`src/design/brfp_pkg.sv`:
```
// ----------------------------------------------------------------------------
// brfp_pkg
// Shared types and constants of the BOOTP reply frame parser: byte positions,
// status codes, the classified byte word and the option walk phases.
// ----------------------------------------------------------------------------
package brfp_pkg;

    // Frame geometry
    localparam int MAX_FRAME_BYTES = 1536;
    localparam int POS_W           = 11;
    localparam int OPT_START       = 282;
    localparam int COOKIE_START    = 278;

    // Classification queue
    localparam int QUEUE_DEPTH = 4;
    localparam int QPTR_W      = $clog2(QUEUE_DEPTH);
    localparam int QCNT_W      = $clog2(QUEUE_DEPTH + 1);

    // Option tags
    localparam logic [7:0] TAG_PAD    = 8'h00;
    localparam logic [7:0] TAG_MASK   = 8'h01;
    localparam logic [7:0] TAG_ROUTER = 8'h03;
    localparam logic [7:0] TAG_END    = 8'hff;

    // Result status codes; ST_OK also means "no failure seen"
    typedef enum logic [2:0] {
        ST_OK         = 3'd0,
        ST_NOT_CLIENT = 3'd1,
        ST_BAD_OP     = 3'd2,
        ST_XID        = 3'd3,
        ST_COOKIE     = 3'd4,
        ST_TRUNC      = 3'd5
    } status_t;

    // What the back end does with a byte
    typedef enum logic [1:0] {
        KIND_NONE  = 2'd0,
        KIND_FIRST = 2'd1,
        KIND_YIP   = 2'd2,
        KIND_OPT   = 2'd3
    } kind_t;

    // Option walk phase; the unused code behaves as expect tag
    typedef enum logic [1:0] {
        PH_TAG  = 2'd0,
        PH_LEN  = 2'd1,
        PH_DATA = 2'd2
    } phase_t;

    // Captured option class
    typedef enum logic [1:0] {
        TC_OTHER  = 2'd0,
        TC_MASK   = 2'd1,
        TC_ROUTER = 2'd2
    } tag_class_t;

    // One classified byte as it travels from front to back
    typedef struct packed {
        logic [7:0] data;
        logic       last;
        kind_t      kind;
        status_t    fail;
        logic       short_frame;
    } brfp_word_t;

    function automatic logic [7:0] cookie_byte(input logic [1:0] idx);
        logic [7:0] v;
        case (idx)
            2'd0:    v = 8'h63;
            2'd1:    v = 8'h82;
            2'd2:    v = 8'h53;
            2'd3:    v = 8'h63;
            default: v = 8'h63;
        endcase
        return v;
    endfunction

endpackage

```
`src/design/brfp_front.sv`:
```
// ----------------------------------------------------------------------------
// brfp_front
// Counts byte positions, runs the fixed header checks and tags each byte
// with what the back end must do with it.
// ----------------------------------------------------------------------------
module brfp_front
    import brfp_pkg::*;
(
    input  logic        clk,
    input  logic        rst_n,
    input  logic        cfg_wr_en,
    input  logic [31:0] cfg_wr_data,
    input  logic        accept,
    input  logic [7:0]  frame_byte,
    input  logic        last_byte,
    output brfp_word_t  word
);

    logic [POS_W-1:0] pos_reg, pos_next;
    logic [7:0]       mac_reg, mac_next;
    logic [31:0]      xid_reg;
    logic [7:0]       xid_byte;
    logic [1:0]       cookie_idx;

    // Expected transaction id
    always_ff @(posedge clk or negedge rst_n)
    begin
        if (!rst_n)
        begin
            xid_reg <= '0;
        end
        else if (cfg_wr_en)
        begin
            xid_reg <= cfg_wr_data;
        end
    end

    always_comb
    begin
        case (pos_reg[1:0])
            2'd2:    xid_byte = xid_reg[31:24];
            2'd3:    xid_byte = xid_reg[23:16];
            2'd0:    xid_byte = xid_reg[15:8];
            default: xid_byte = xid_reg[7:0];
        endcase
    end

    assign cookie_idx = 2'(pos_reg - POS_W'(COOKIE_START));

    // Classification of the current byte
    always_comb
    begin
        word.data        = frame_byte;
        word.last        = last_byte;
        word.kind        = KIND_NONE;
        word.fail        = ST_OK;
        word.short_frame = (pos_reg < POS_W'(OPT_START - 1));
        mac_next         = mac_reg;
        if (pos_reg == '0)
        begin
            word.kind = KIND_FIRST;
            mac_next  = frame_byte;
            if (frame_byte != 8'h00 && frame_byte != 8'hff)
                word.fail = ST_NOT_CLIENT;
        end
        else if (pos_reg <= POS_W'(5))
        begin
            if (frame_byte != mac_reg)
                word.fail = ST_NOT_CLIENT;
        end
        else if (pos_reg == POS_W'(12))
        begin
            if (frame_byte != 8'h08) word.fail = ST_NOT_CLIENT;
        end
        else if (pos_reg == POS_W'(13))
        begin
            if (frame_byte != 8'h00) word.fail = ST_NOT_CLIENT;
        end
        else if (pos_reg == POS_W'(14))
        begin
            if (frame_byte[3:0] != 4'd5) word.fail = ST_NOT_CLIENT;
        end
        else if (pos_reg == POS_W'(23))
        begin
            if (frame_byte != 8'd17) word.fail = ST_NOT_CLIENT;
        end
        else if (pos_reg == POS_W'(36))
        begin
            if (frame_byte != 8'd0) word.fail = ST_NOT_CLIENT;
        end
        else if (pos_reg == POS_W'(37))
        begin
            if (frame_byte != 8'd68) word.fail = ST_NOT_CLIENT;
        end
        else if (pos_reg == POS_W'(42))
        begin
            if (frame_byte != 8'd2) word.fail = ST_BAD_OP;
        end
        else if (pos_reg == POS_W'(43))
        begin
            if (frame_byte != 8'd1) word.fail = ST_BAD_OP;
        end
        else if (pos_reg >= POS_W'(46) && pos_reg <= POS_W'(49))
        begin
            if (frame_byte != xid_byte) word.fail = ST_XID;
        end
        else if (pos_reg >= POS_W'(58) && pos_reg <= POS_W'(61))
        begin
            word.kind = KIND_YIP;
        end
        else if (pos_reg >= POS_W'(COOKIE_START) && pos_reg < POS_W'(OPT_START))
        begin
            if (frame_byte != cookie_byte(cookie_idx)) word.fail = ST_COOKIE;
        end
        else if (pos_reg >= POS_W'(OPT_START) && pos_reg < POS_W'(MAX_FRAME_BYTES))
        begin
            word.kind = KIND_OPT;
        end
    end

    // Position stops counting at the frame limit; the last byte rewinds it.
    always_comb
    begin
        pos_next = pos_reg;
        if (accept)
        begin
            if (last_byte)
                pos_next = '0;
            else if (pos_reg < POS_W'(MAX_FRAME_BYTES))
                pos_next = pos_reg + POS_W'(1);
        end
    end

    always_ff @(posedge clk or negedge rst_n)
    begin
        if (!rst_n)
        begin
            pos_reg <= '0;
        end
        else
        begin
            pos_reg <= pos_next;
        end
    end

    always_ff @(posedge clk)
    begin
        if (accept)
        begin
            mac_reg <= mac_next;
        end
    end

endmodule

```
`src/design/brfp_queue.sv`:
```
// ----------------------------------------------------------------------------
// brfp_queue
// Short register queue of classified words between front and back end.
// ----------------------------------------------------------------------------
module brfp_queue
    import brfp_pkg::*;
(
    input  logic       clk,
    input  logic       rst_n,
    input  logic       push,
    input  brfp_word_t push_word,
    output logic       full,
    input  logic       pop,
    output logic       not_empty,
    output brfp_word_t head_word
);

    brfp_word_t        slot_reg [QUEUE_DEPTH];
    logic [QPTR_W-1:0] wr_ptr_reg, rd_ptr_reg;
    logic [QCNT_W-1:0] count_reg, count_next;

    assign full      = (count_reg == QCNT_W'(QUEUE_DEPTH));
    assign not_empty = (count_reg != '0);
    assign head_word = slot_reg[rd_ptr_reg];

    always_comb
    begin
        count_next = count_reg;
        if (push && !pop)
            count_next = count_reg + QCNT_W'(1);
        else if (!push && pop)
            count_next = count_reg - QCNT_W'(1);
    end

    always_ff @(posedge clk or negedge rst_n)
    begin
        if (!rst_n)
        begin
            wr_ptr_reg <= '0;
            rd_ptr_reg <= '0;
            count_reg  <= '0;
        end
        else
        begin
            if (push)
                wr_ptr_reg <= wr_ptr_reg + QPTR_W'(1);
            if (pop)
                rd_ptr_reg <= rd_ptr_reg + QPTR_W'(1);
            count_reg <= count_next;
        end
    end

    always_ff @(posedge clk)
    begin
        if (push)
        begin
            slot_reg[wr_ptr_reg] <= push_word;
        end
    end

    a_count_bound: assert property (@(posedge clk) disable iff (!rst_n)
        count_reg <= QCNT_W'(QUEUE_DEPTH))
        else $error("queue count above depth");

    a_no_underflow: assert property (@(posedge clk) disable iff (!rst_n)
        pop |-> count_reg != '0)
        else $error("pop from empty queue");

    a_fill_step: assert property (@(posedge clk) disable iff (!rst_n)
        (push && !pop) |=> count_reg == $past(count_reg) + QCNT_W'(1))
        else $error("queue count did not follow a lone push");

endmodule

```
`src/design/brfp_back.sv`:
```
// ----------------------------------------------------------------------------
// brfp_back
// Walks the vendor options, keeps the shadow and committed addresses and
// holds the per-frame result until it is taken.
// ----------------------------------------------------------------------------
module brfp_back
    import brfp_pkg::*;
(
    input  logic        clk,
    input  logic        rst_n,
    input  logic        word_valid,
    input  brfp_word_t  word,
    output logic        pop,
    output logic        out_valid,
    input  logic        out_ready,
    output logic [2:0]  status,
    output logic [31:0] your_ip,
    output logic [31:0] subnet_mask,
    output logic [31:0] gateway
);

    status_t     reject_reg, reject_next, eff_reject, result;
    phase_t      phase_reg, phase_next;
    tag_class_t  tag_reg, tag_next;
    logic [7:0]  remain_reg, remain_next;
    logic [2:0]  idx_reg, idx_next;
    logic        ended_reg, ended_next;
    logic [31:0] sh_ip_reg, sh_ip_next;
    logic [31:0] sh_mask_reg, sh_mask_next;
    logic [31:0] sh_gw_reg, sh_gw_next;
    logic [31:0] c_ip_reg, c_mask_reg, c_gw_reg;
    status_t     status_reg;
    logic        out_valid_reg, out_valid_next;
    logic        commit;
    logic [7:0]  b;
    logic [7:0]  remain_dec;

    assign b          = word.data;
    assign remain_dec = remain_reg - 8'd1;

    // A frame's last word waits until the result register is free.
    assign pop = word_valid && (!word.last || !out_valid_reg || out_ready);

    assign eff_reject = (reject_reg != ST_OK) ? reject_reg : word.fail;

    always_comb
    begin
        if (eff_reject != ST_OK)
            result = eff_reject;
        else if (word.short_frame)
            result = ST_TRUNC;
        else
            result = ST_OK;
    end

    assign commit = pop && word.last && (result == ST_OK);

    // Shadow and option walk next state
    always_comb
    begin
        phase_next   = phase_reg;
        tag_next     = tag_reg;
        remain_next  = remain_reg;
        idx_next     = idx_reg;
        ended_next   = ended_reg;
        sh_ip_next   = sh_ip_reg;
        sh_mask_next = sh_mask_reg;
        sh_gw_next   = sh_gw_reg;
        case (word.kind)
            KIND_FIRST:
            begin
                phase_next   = PH_TAG;
                remain_next  = '0;
                idx_next     = '0;
                ended_next   = 1'b0;
                sh_ip_next   = '0;
                sh_mask_next = c_mask_reg;
                sh_gw_next   = c_gw_reg;
            end
            KIND_YIP:
            begin
                sh_ip_next = {sh_ip_reg[23:0], b};
            end
            KIND_OPT:
            begin
                if (!ended_reg)
                begin
                    case (phase_reg)
                        PH_LEN:
                        begin
                            remain_next = b;
                            idx_next    = '0;
                            if (tag_reg != TC_OTHER && b < 8'd4)
                                tag_next = TC_OTHER;
                            phase_next = (b == 8'd0) ? PH_TAG : PH_DATA;
                        end
                        PH_DATA:
                        begin
                            if (idx_reg < 3'd4)
                            begin
                                if (tag_reg == TC_MASK)
                                    sh_mask_next = {sh_mask_reg[23:0], b};
                                else if (tag_reg == TC_ROUTER)
                                    sh_gw_next = {sh_gw_reg[23:0], b};
                                idx_next = idx_reg + 3'd1;
                            end
                            remain_next = remain_dec;
                            if (remain_dec == 8'd0)
                                phase_next = PH_TAG;
                        end
                        default:
                        begin
                            phase_next = PH_TAG;
                            if (b == TAG_END)
                            begin
                                ended_next = 1'b1;
                            end
                            else if (b != TAG_PAD)
                            begin
                                phase_next = PH_LEN;
                                if (b == TAG_MASK)
                                    tag_next = TC_MASK;
                                else if (b == TAG_ROUTER)
                                    tag_next = TC_ROUTER;
                                else
                                    tag_next = TC_OTHER;
                            end
                        end
                    endcase
                end
            end
            default:
            begin
            end
        endcase
        // End of frame rewinds the per-frame walk state.
        reject_next = eff_reject;
        if (word.last)
        begin
            reject_next = ST_OK;
            phase_next  = PH_TAG;
            remain_next = '0;
            idx_next    = '0;
            ended_next  = 1'b0;
            tag_next    = TC_OTHER;
        end
    end

    always_comb
    begin
        out_valid_next = out_valid_reg;
        if (pop && word.last)
            out_valid_next = 1'b1;
        else if (out_ready)
            out_valid_next = 1'b0;
    end

    always_ff @(posedge clk or negedge rst_n)
    begin
        if (!rst_n)
        begin
            reject_reg    <= ST_OK;
            phase_reg     <= PH_TAG;
            tag_reg       <= TC_OTHER;
            remain_reg    <= '0;
            idx_reg       <= '0;
            ended_reg     <= 1'b0;
            sh_ip_reg     <= '0;
            sh_mask_reg   <= '0;
            sh_gw_reg     <= '0;
            c_ip_reg      <= '0;
            c_mask_reg    <= '0;
            c_gw_reg      <= '0;
            out_valid_reg <= 1'b0;
            status_reg    <= ST_OK;
        end
        else
        begin
            out_valid_reg <= out_valid_next;
            if (pop)
            begin
                reject_reg  <= reject_next;
                phase_reg   <= phase_next;
                tag_reg     <= tag_next;
                remain_reg  <= remain_next;
                idx_reg     <= idx_next;
                ended_reg   <= ended_next;
                sh_ip_reg   <= sh_ip_next;
                sh_mask_reg <= sh_mask_next;
                sh_gw_reg   <= sh_gw_next;
                if (word.last)
                    status_reg <= result;
            end
            if (commit)
            begin
                c_ip_reg   <= sh_ip_next;
                c_mask_reg <= sh_mask_next;
                c_gw_reg   <= sh_gw_next;
            end
        end
    end

    assign out_valid   = out_valid_reg;
    assign status      = status_reg;
    assign your_ip     = c_ip_reg;
    assign subnet_mask = c_mask_reg;
    assign gateway     = c_gw_reg;

    a_frame_rewind: assert property (@(posedge clk) disable iff (!rst_n)
        (pop && word.last) |=> (reject_reg == ST_OK && !ended_reg && phase_reg == PH_TAG))
        else $error("walk state not rewound after frame end");

    a_commit_only_ok: assert property (@(posedge clk) disable iff (!rst_n)
        commit |=> (out_valid_reg && status_reg == ST_OK))
        else $error("addresses committed without an accepted result");

    a_hold_result: assert property (@(posedge clk) disable iff (!rst_n)
        (out_valid_reg && !out_ready) |=> $stable(c_ip_reg) && $stable(c_mask_reg))
        else $error("committed values moved under a pending result");

endmodule

```
`src/design/bootp_reply_frame_parser_core.sv`:
```
// ----------------------------------------------------------------------------
// bootp_reply_frame_parser_core
// Checks a received Ethernet frame for a BOOTP reply meant for this client
// and keeps the offered address, subnet mask and gateway.
// ----------------------------------------------------------------------------
//
//  Channel  Handshake                 Payload                             Dir
//  -------  ------------------------  ----------------------------------  ---
//  input    in_valid / in_ready       frame_byte[7:0], last_byte          in
//  result   out_valid / out_ready     status[2:0], your_ip, subnet_mask,  out
//                                     gateway (32 bits each)
//  config   cfg_wr_en                 cfg_wr_data[31:0] (transaction id)  in
//
//  The block takes one byte word per cycle while in_ready is high. A result
//  word is registered once the last byte of a frame has left the queue.
//  Reset (rst_n low) clears all counters, shadows and committed addresses.
//  A four-word queue sits between classification and the option walk, so
//  the input keeps flowing while a result waits; in_ready drops only when
//  that queue is full. A frame end held at the head of the queue behind a
//  waiting result lets three more words in before that happens.
//
// The front end counts positions, checks the fixed Ethernet, IP, UDP and
// BOOTP header fields and tags each byte with a failure code and an action.
// The back end keeps the first failure of the frame, shifts in the offered
// address, walks the vendor options after the magic cookie, and on the last
// byte of an accepted frame copies the shadow values to the committed ones.
// ----------------------------------------------------------------------------
module bootp_reply_frame_parser_core
    import brfp_pkg::*;
(
    input  logic        clk,
    input  logic        rst_n,
    input  logic        cfg_wr_en,
    input  logic [31:0] cfg_wr_data,
    input  logic        in_valid,
    output logic        in_ready,
    input  logic [7:0]  frame_byte,
    input  logic        last_byte,
    output logic        out_valid,
    input  logic        out_ready,
    output logic [2:0]  status,
    output logic [31:0] your_ip,
    output logic [31:0] subnet_mask,
    output logic [31:0] gateway
);

    brfp_word_t front_word;
    brfp_word_t head_word;
    logic       q_full;
    logic       q_not_empty;
    logic       q_pop;
    logic       accept;

    assign in_ready = !q_full;
    assign accept   = in_valid && !q_full;

    brfp_front u_front (
        .clk         (clk),
        .rst_n       (rst_n),
        .cfg_wr_en   (cfg_wr_en),
        .cfg_wr_data (cfg_wr_data),
        .accept      (accept),
        .frame_byte  (frame_byte),
        .last_byte   (last_byte),
        .word        (front_word)
    );

    brfp_queue u_queue (
        .clk       (clk),
        .rst_n     (rst_n),
        .push      (accept),
        .push_word (front_word),
        .full      (q_full),
        .pop       (q_pop),
        .not_empty (q_not_empty),
        .head_word (head_word)
    );

    brfp_back u_back (
        .clk         (clk),
        .rst_n       (rst_n),
        .word_valid  (q_not_empty),
        .word        (head_word),
        .pop         (q_pop),
        .out_valid   (out_valid),
        .out_ready   (out_ready),
        .status      (status),
        .your_ip     (your_ip),
        .subnet_mask (subnet_mask),
        .gateway     (gateway)
    );

endmodule

```
`config.mk`:
```
export PLATFORM = sky130hd
export DESIGN_NAME = bootp_reply_frame_parser_core
export DESIGN_NICKNAME = d
export VERILOG_FILES = /design/src/design/brfp_pkg.sv /design/src/design/brfp_front.sv /design/src/design/brfp_queue.sv /design/src/design/brfp_back.sv /design/src/design/bootp_reply_frame_parser_core.sv
export SDC_FILE = /design/constraint.sdc
export NUM_CORES = 1
export LEC_CHECK = 0
export BUFFER_PORTS_ARGS = -buffer_cell sky130_fd_sc_hd__buf_4
export CAP_MARGIN = 10
export CORE_ASPECT_RATIO = 0.6
export CORE_MARGIN = 1.5
export CORE_UTILIZATION = 50
export DETAILED_ROUTE_END_ITERATION = 6
export GPL_ROUTABILITY_DRIVEN = 0
export PLACE_DENSITY = 0.72
export SLEW_MARGIN = 20
export SYNTH_ARGS = -nofsm -noshare
export SYNTH_HDL_FRONTEND = slang
export SYNTH_HIERARCHICAL = 1
export SYNTH_SLANG_ARGS = --single-unit
```
`constraint.sdc`:
```
create_clock -name clk -period 2.8 [get_ports clk]
set_input_delay 0.7 -clock clk [delete_from_list [all_inputs] [get_ports clk]]
set_output_delay 0.7 -clock clk [all_outputs]
set_load 0.03 [all_outputs]
```
==> impl_metrics.py, run 1 <==
metrics = {
    "sta": {
        "maxSlewHeadroom_pct": 45.84,
        "final.min_clock_period_ps": 2710,
        "rsz0062_at_grt": "no",
        "fin_worst_skew_ps": 24.85,
        "hold_viol": 0,
        "maxSlewViolCount": 0,
        "setup_viol_count_final": 0,
        "tightest_slew_ps": 812.4,
        "fin_crit_sh_pct": 96.78,
        "whs_ps": 114.2,
        "fmax_ghz": 0.3690,
    },
    "cells_and_area": {
        "layout_commonest_cell": "nand2_1",
        "post-route-util_pct": 60.24,
        "num_antenna_cells": 0,
        "nNetsFinal": 1729,
        "multi_input_area_um2": 6713,
        "seqCellArea_um2": 8677,
        "fill_cells": 2517,
        "area_growth_pct": 18.13,
        "largest_register_ffs": 60,
        "final_cell_mix": "264 x nand2_1, 262 x dfrtp_1, 217 x o21ai_0",
        "fin_area_um2": 18880,
        "drive_gt1_share_pct": 23.06,
        "instances_no_fill": 2103,
    },
    "clocking": {
        "cts_tree": "built",
        "clkLatencyLatePin_ps": 530,
        "root_buffer": "clkbuf_16",
        "path_clk_slew_ps": 70,
        "cts_made_buffers": 34,
        "cts_buffer_depth": 3,
        "clock-sinks": 333,
        "cts_htree_levels": 2,
    },
    "synthesis": {
        "syn_nets": 1602,
        "syn_area_per_cell_um2": 10.41,
        "synth-seq-cells": 333,
        "ys_types": 71,
        "synthFlopType": "dfrtp_1",
        "synth-edff-count": 68,
        "ys_seq_area_share_pct": 54.27,
        "synth_area_um2": 15980,
        "synth_warnings": 6,
        "async_reset_ff_share_pct": 79.58,
        "syn_inst": 1536,
    },
    "min_path": {
        "holdCritPathClass": "in -> async",
    },
    "drt": {
        "route.vias.total": 12184,
        "vias_per_cell": 5.794,
        "wl_per_cell_um": 19.51,
        "postRouteAntennaNets": 0,
        "drc": 0,
        "wirelength_um": 41030,
        "drtPass1Iterations": 5,
        "first_iter_violations": 1331,
    },
    "pwr": {
        "swShare_pct": 38.52,
        "power_frac_clock_pct": 28.3,
        "power_frac_seq_pct": 34.4,
        "switchingPower_mw": 6.543,
        "p_leak_nw": 8.246,
        "internal-power_mw": 10.44,
        "ir_drop_uv": 1023,
        "comb_power_share_pct": 37.3,
        "cellPowerDensity_nw_per_um2": 899.5,
    },
    "global_route": {
        "grt_max_degree": 143,
        "grt_pass1_vias": 11365,
        "grt_pass1_wl_um": 64520,
        "gr-usage-all-layers_pct": 24.81,
        "antenna_found_initial": 0,
        "grt-ovfl-total": 0,
    },
    "floorplanning": {
        "std_cell_rows": 50,
        "start_util_pct": 50.99,
        "die_area_um2": 33080,
        "io-pin-count": 147,
        "die_y_um": 141.5,
        "core_area_um2": 31340,
        "die_w_um": 233.8,
    },
    "worst_setup_path": {
        "cp_data_required_time_ps": 3220,
        "cp-start-kind": "register",
        "cpMaxStageDelayCell": "mux4_1",
        "crit_fanout": 6,
        "critPathTopFamily": "multiplexers",
        "critPathBufInv": 1,
        "critPathMaxStageDelay_ps": 590,
        "cp.arrival_ps": 3130,
        "end_kind": "register",
        "crit_chain": "buf_4, mux4_1, or4_1, nor3_2, a211oi_1, o21ai_1, mux2_2",
        "worstSetupPathType": "reg -> reg",
    },
    "flow_run": {
        "cap_violations": 0,
    },
    "placed_design": {
        "dpl.cell_count": 2041,
        "dp_hpwl_um": 27180,
        "port_buffers": 146,
        "placed_area_um2": 17680,
    },
    "run_status": {
        "outcome": "completed",
    },
}
area by class of cell:
type                            instances  area share, %
Timing Repair Buffer                  210          9.052
Inverter                               27         0.5368
Clock buffer                           41          4.698
Sequential cell                       333          45.96
Tap cell                              416          2.757
Multi-Input combinational cell       1057          35.55
Clock inverter                         19          1.445
routing by layer:
layer	GRT usage (%)	part of all wire, %
met1	40.25	49
met2	34.07	42
met3	4.863	7.1
met4	4.892	1.4
met5	0	0
cell families (layout without fill, tap and decap cells):
| logic type | after synthesis | in the layout | synth area share, % |
|---|---|---|---|
| simple gates | 435 | 435 | 12.00 |
| xor+xnor | 35 | 35 | 1.918 |
| compound gates | 449 | 449 | 16.64 |
| flops | 333 | 333 | 54.27 |
| buf+inv | 146 | 297 | 4.126 |
| mux | 118 | 118 | 9.433 |
| fa+ha+maj | 20 | 20 | 1.613 |
cells in the mapped netlist, drive strengths merged (3+ instances only):
| cell type | n | area (um2) |
|---|---|---|
| dfrtp | 265 | 6631 |
| nand2 | 264 | 991.0 |
| o21ai | 220 | 1101 |
| a21oi | 112 | 560.5 |
| mux2 | 90 | 1013 |
| clkbuf | 76 | 306.5 |
| nor2 | 75 | 281.5 |
| a22o | 69 | 604.3 |
| edfxtp | 68 | 2042 |
| buf | 43 | 251.5 |
| inv | 27 | 101.4 |
| xor2 | 20 | 175.2 |
| ha | 19 | 237.7 |
| mux4 | 15 | 364.1 |
| xnor2 | 15 | 131.4 |
| mux2i | 13 | 130.1 |
| nor3 | 12 | 65.06 |
| nand3 | 11 | 55.05 |
| nand4 | 10 | 62.56 |
| and2 | 9 | 56.30 |
| a222oi | 8 | 80.08 |
| a31oi | 8 | 50.05 |
| nor4 | 7 | 50.05 |
| or3 | 6 | 38.79 |
| a21o | 5 | 37.54 |
| nand2b | 5 | 31.28 |
| nand3b | 5 | 37.54 |
| nor2b | 5 | 31.28 |
| nor3b | 4 | 30.03 |
| nor4b | 4 | 35.03 |
| o211ai | 4 | 30.03 |
| or4 | 4 | 30.03 |
| a2111oi | 3 | 27.53 |
| a211o | 3 | 27.53 |
| and4b | 3 | 30.03 |
worst reg2reg max path, delay by kind of cell (launching register included):
kind | cells | cell delay [ps]
buffers and inverters | 1 | 170
AND/OR/NAND/NOR | 2 | 710
flip-flops | 1 | 460
AO/OA/AOI/OAI | 2 | 320
multiplexers | 2 | 950
metrics by stage:
step | setup TNS [ps] | setup WS (ps) | power [mW]
after floorplan | 0 | 36.71 | 9.823
after global placement | 0 | 82.56 | 11.96
after detailed placement | -1.317 | -1.317 | 12.07
after CTS | 0 | 51.64 | 16.92
after global routing | 0 | 0.9865 | 17.79
final | 0 | 90.27 | 16.98
repair_timing:
| item | 4_1_cts | 5_1_grt |
|---|---|---|
| hold endpoints to repair | 0 | 0 |
| gates cloned | 0 | 0 |
| pin swaps | 0 | 4 |
| setup endpoints to repair | 1 | 9 |
| gates resized for setup | 1 | 9 |
| buffers inserted | 0 | 2 |
| hold buffers | 0 | 0 |
worst paths after layout:
check                      slack, ps  cells after the start                              start                                end
hold / removal                   110                      1                              rst_n     u_front/xid_reg[6]$_DFFE_PN0P_
hold reg to reg                  480                      1   u_queue/count_reg[2]$_DFFE_PN0P_   u_queue/count_reg[2]$_DFFE_PN0P_
setup / recovery                  90                      7  u_queue/rd_ptr_reg[0]$_DFFE_PN0P_      u_back/tag_reg[0]$_DFFE_PN0P_
setup reg to reg                  90                      7  u_queue/rd_ptr_reg[0]$_DFFE_PN0P_      u_back/tag_reg[0]$_DFFE_PN0P_
max in group asynchronous       1890                      2                              rst_n  u_back/subnet_mask[1]$_DFFE_PN0P_
min in group clk                 380                      3                     cfg_wr_data[1]     u_front/xid_reg[1]$_DFFE_PN0P_
power groups by stage:
stage	clock network [mW]	logic [mW]	registers (mW)
after floorplan	0	3.98	5.85
final	4.81	6.34	5.84
after CTS	4.89	6.19	5.83
after detailed placement	0	6.15	5.92
after global routing	5.09	6.81	5.89
after global placement	0	6.07	5.89
Power figures use the tool's default switching activity.
==> run 2, diff against run 1 <==
- SYNTH_HIERARCHICAL: 1 -> unset
==> run 2 against run 1 <==
Compared with the run above:
- hold slack got worse by 19 ps
- fmax rose by 1.4%
- synthesized cell count rose by 3.8%
- critical path type unchanged
- highest routed layer unchanged
- wire length fell by 1.0%
- register-to-register slack improved by 40 ps
- design area fell by 2.3%
- clock skew fell by 8.2 ps
==> impl_metrics.py, run 2 <==
metrics = {
    "worst_setup_path": {
        "cp.arrival_ps": 3110,
        "crit_fanout": 20,
        "cp_data_required_time_ps": 3240,
        "worstSetupPathType": "reg -> reg",
        "end_kind": "register",
        "cp-start-kind": "register",
    },
    "clocking": {
        "clkLatencyLatePin_ps": 530,
        "cts_made_buffers": 34,
        "root_buffer": "clkbuf_16",
        "cts_htree_levels": 2,
        "path_clk_slew_ps": 60,
        "clock-sinks": 333,
        "cts_tree": "built",
        "cts_buffer_depth": 3,
    },
    "synthesis": {
        "synth_area_um2": 15610,
        "netlist.area_leader.share_pct": 42.48,
        "syn_nets": 1661,
        "synth_top_area_cell": "dfrtp_1",
        "ys_types": 61,
        "ys_seq_area_share_pct": 55.56,
        "synth-edff-count": 68,
        "syn_inst": 1594,
        "synthFlopType": "dfrtp_1",
        "yosysMostFrequentCell": "nand2_1",
        "async_reset_ff_share_pct": 79.58,
        "synth_common_cells": "334 x nand2_1, 265 x dfrtp_1, 197 x a21oi_1",
        "synth_area_leaders": "dfrtp_1 42%, edfxtp_1 13%, nand2_1 8.0%",
        "syn_area_per_cell_um2": 9.794,
        "synth_warnings": 0,
        "synth-seq-cells": 333,
    },
    "pwr": {
        "ir_drop_uv": 800.3,
        "finalPower_mw": 20.09,
        "cellPowerDensity_nw_per_um2": 1089,
        "p_leak_nw": 7.787,
    },
    "drt": {
        "drtPass1Iterations": 5,
        "postRouteAntennaNets": 0,
        "first_iter_violations": 1410,
        "wl_per_cell_um": 19.02,
        "vias_per_cell": 5.891,
        "top_layer": "met4",
        "route.vias.total": 12584,
        "wirelength_um": 40620,
        "drc": 0,
        "wl_met1_um": 19440,
        "wl_met3_um": 2781,
        "route.met2.wl_um": 17760,
    },
    "placed_design": {
        "dpl.cell_count": 2074,
        "dp_slack_ps": 10.46,
        "port_buffers": 146,
        "placed_area_um2": 17240,
        "dp_hpwl_um": 25510,
    },
    "global_route": {
        "gr-usage-all-layers_pct": 24.31,
        "grt-ovfl-total": 0,
        "antenna_found_initial": 0,
        "grt_pass1_wl_um": 62880,
        "grt_pass1_vias": 11527,
        "grt_max_degree": 193,
    },
    "cells_and_area": {
        "post-route-util_pct": 60.80,
        "largest_register_ffs": 60,
        "fill_cells": 2463,
        "multi_input_area_um2": 6377,
        "instances_no_fill": 2136,
        "seqCellArea_um2": 8675,
        "area_growth_pct": 18.20,
        "final_cell_mix": "334 x nand2_1, 264 x dfrtp_1, 197 x a21oi_1",
        "layout_commonest_cell": "nand2_1",
        "num_antenna_cells": 0,
        "drive_gt1_share_pct": 17.07,
        "fin_area_um2": 18450,
        "nNetsFinal": 1772,
    },
    "sta": {
        "layout_setup_ws_ps": 128.1,
        "final.min_clock_period_ps": 2672,
        "hold_viol": 0,
        "fin_crit_sh_pct": 95.43,
        "maxSlewHeadroom_pct": 43.91,
        "fmax_ghz": 0.3743,
        "tightest_slew_ps": 841.3,
        "rsz0062_at_grt": "yes",
        "fin_worst_skew_ps": 16.67,
        "setup_viol_count_final": 0,
        "maxSlewViolCount": 0,
    },
    "floorplanning": {
        "die_area_um2": 32330,
        "std_cell_rows": 49,
        "die_y_um": 139.9,
        "io-pin-count": 147,
        "core_area_um2": 30350,
        "start_util_pct": 51.44,
        "die_w_um": 231.1,
    },
    "run_status": {
        "outcome": "completed",
    },
    "min_path": {
        "holdCritPathClass": "in -> async",
    },
    "flow_run": {
        "cap_violations": 0,
    },
}
-- run 2: changes by cell type after synthesis, moves of 8 or more --
cell      before  now
o21ai_1        2   81
buf_4          9    0
nand2_1      264  334
o21ai_0      218   67
a221oi_1       1   65
clkbuf_1      73  100
a21oi_1      112  197
mux2_2        90   25
a22o_1        69    0
nor2_1        75  126
xor2_1        20    9
xnor2_1       15   24
buf_2         20   12
-- run 2: worst paths after layout --
kind                                                   startpoint                                to  slack (ps)  cells past startpoint
worst min register to register     u_back.your_ip[11]$_DFFE_PN0P_    u_back.your_ip[11]$_DFFE_PN0P_         490                      2
max in group asynchronous                                   rst_n    u_front.pos_reg[1]$_DFFE_PN0P_        1880                      2
min in group clk                                   cfg_wr_data[4]    u_front.xid_reg[4]$_DFFE_PN0P_         380                      3
worst min-delay path                                        rst_n    u_back.your_ip[16]$_DFFE_PN0P_         100                      1
worst max register to register  u_queue.rd_ptr_reg[0]$_DFFE_PN0P_  u_back.remain_reg[7]$_DFFE_PN0P_         130                     11
worst max-delay path            u_queue.rd_ptr_reg[0]$_DFFE_PN0P_  u_back.remain_reg[7]$_DFFE_PN0P_         130                     11
-- run 2: where the power goes --
part / leakage [nW] / internal [mW] / switching, mW
Combinational: 3.14 / 3.08 / 5.31
Clock: 0.566 / 2.86 / 1.94
Sequential: 4.08 / 6.07 / 0.836
Total: 7.79 / 12.0 / 8.08
-- run 2: final cells by class --
| type | count | area share (%) |
|---|---|---|
| inverters | 28 | 0.5696 |
| repair buffers | 195 | 8.788 |
| well taps | 408 | 2.766 |
| clock buffers | 46 | 5.133 |
| clock inverters | 13 | 1.173 |
| flip-flops and latches | 333 | 47.01 |
| multi-input cells | 1113 | 34.56 |
-- run 2: metrics by stage --
| step | setup TNS (ps) | hold WS, ps |
|---|---|---|
| 2_1_floorplan | 0 | 404.4 |
| 3_3_place_gp | 0 | 464.1 |
| 3_5_place_dp | 0 | 471.3 |
| 4_1_cts | 0 | 107.3 |
| 5_1_grt | -27.90 | 125.3 |
| 6_report | 0 | 95.56 |
-- run 2: repair_timing --
item | 4_1_cts | 5_1_grt
resized for setup | 1 | 9
endpoints found under the setup margin | 4 | 99
gates cloned | 0 | 2
pin swaps | 0 | 2
setup buffers | 0 | 1
hold buffers | 0 | 0
-- run 2: cell families after synthesis --
logic type	after synthesis	synth area share [%]
multiplexers	54	5.089
XOR/XNOR	33	1.851
AO/OA/AOI/OAI	451	16.87
buffers and inverters	148	3.807
adder cells (fa/ha/maj)	21	1.731
AND/OR/NAND/NOR	554	15.09
flip-flops	333	55.56
-- run 2: critical path: stages (launching register included) --
cell and delay, ps:
dfrtp_1 370, buf_12 180, mux4_1 630, ha_1 310, inv_2 120, a21oi_1 100
o21ai_0 120, nand2_1 130, buf_12 180, nor4b_1 270, a21oi_1 70, o21ai_0 90
-- run 2: layer usage --
layer	vias up	GRT usage [%]
met4	0	5.091
li1	5888	-
met3	60	4.488
met5	-	0
met1	6204	38.12
met2	432	34.99
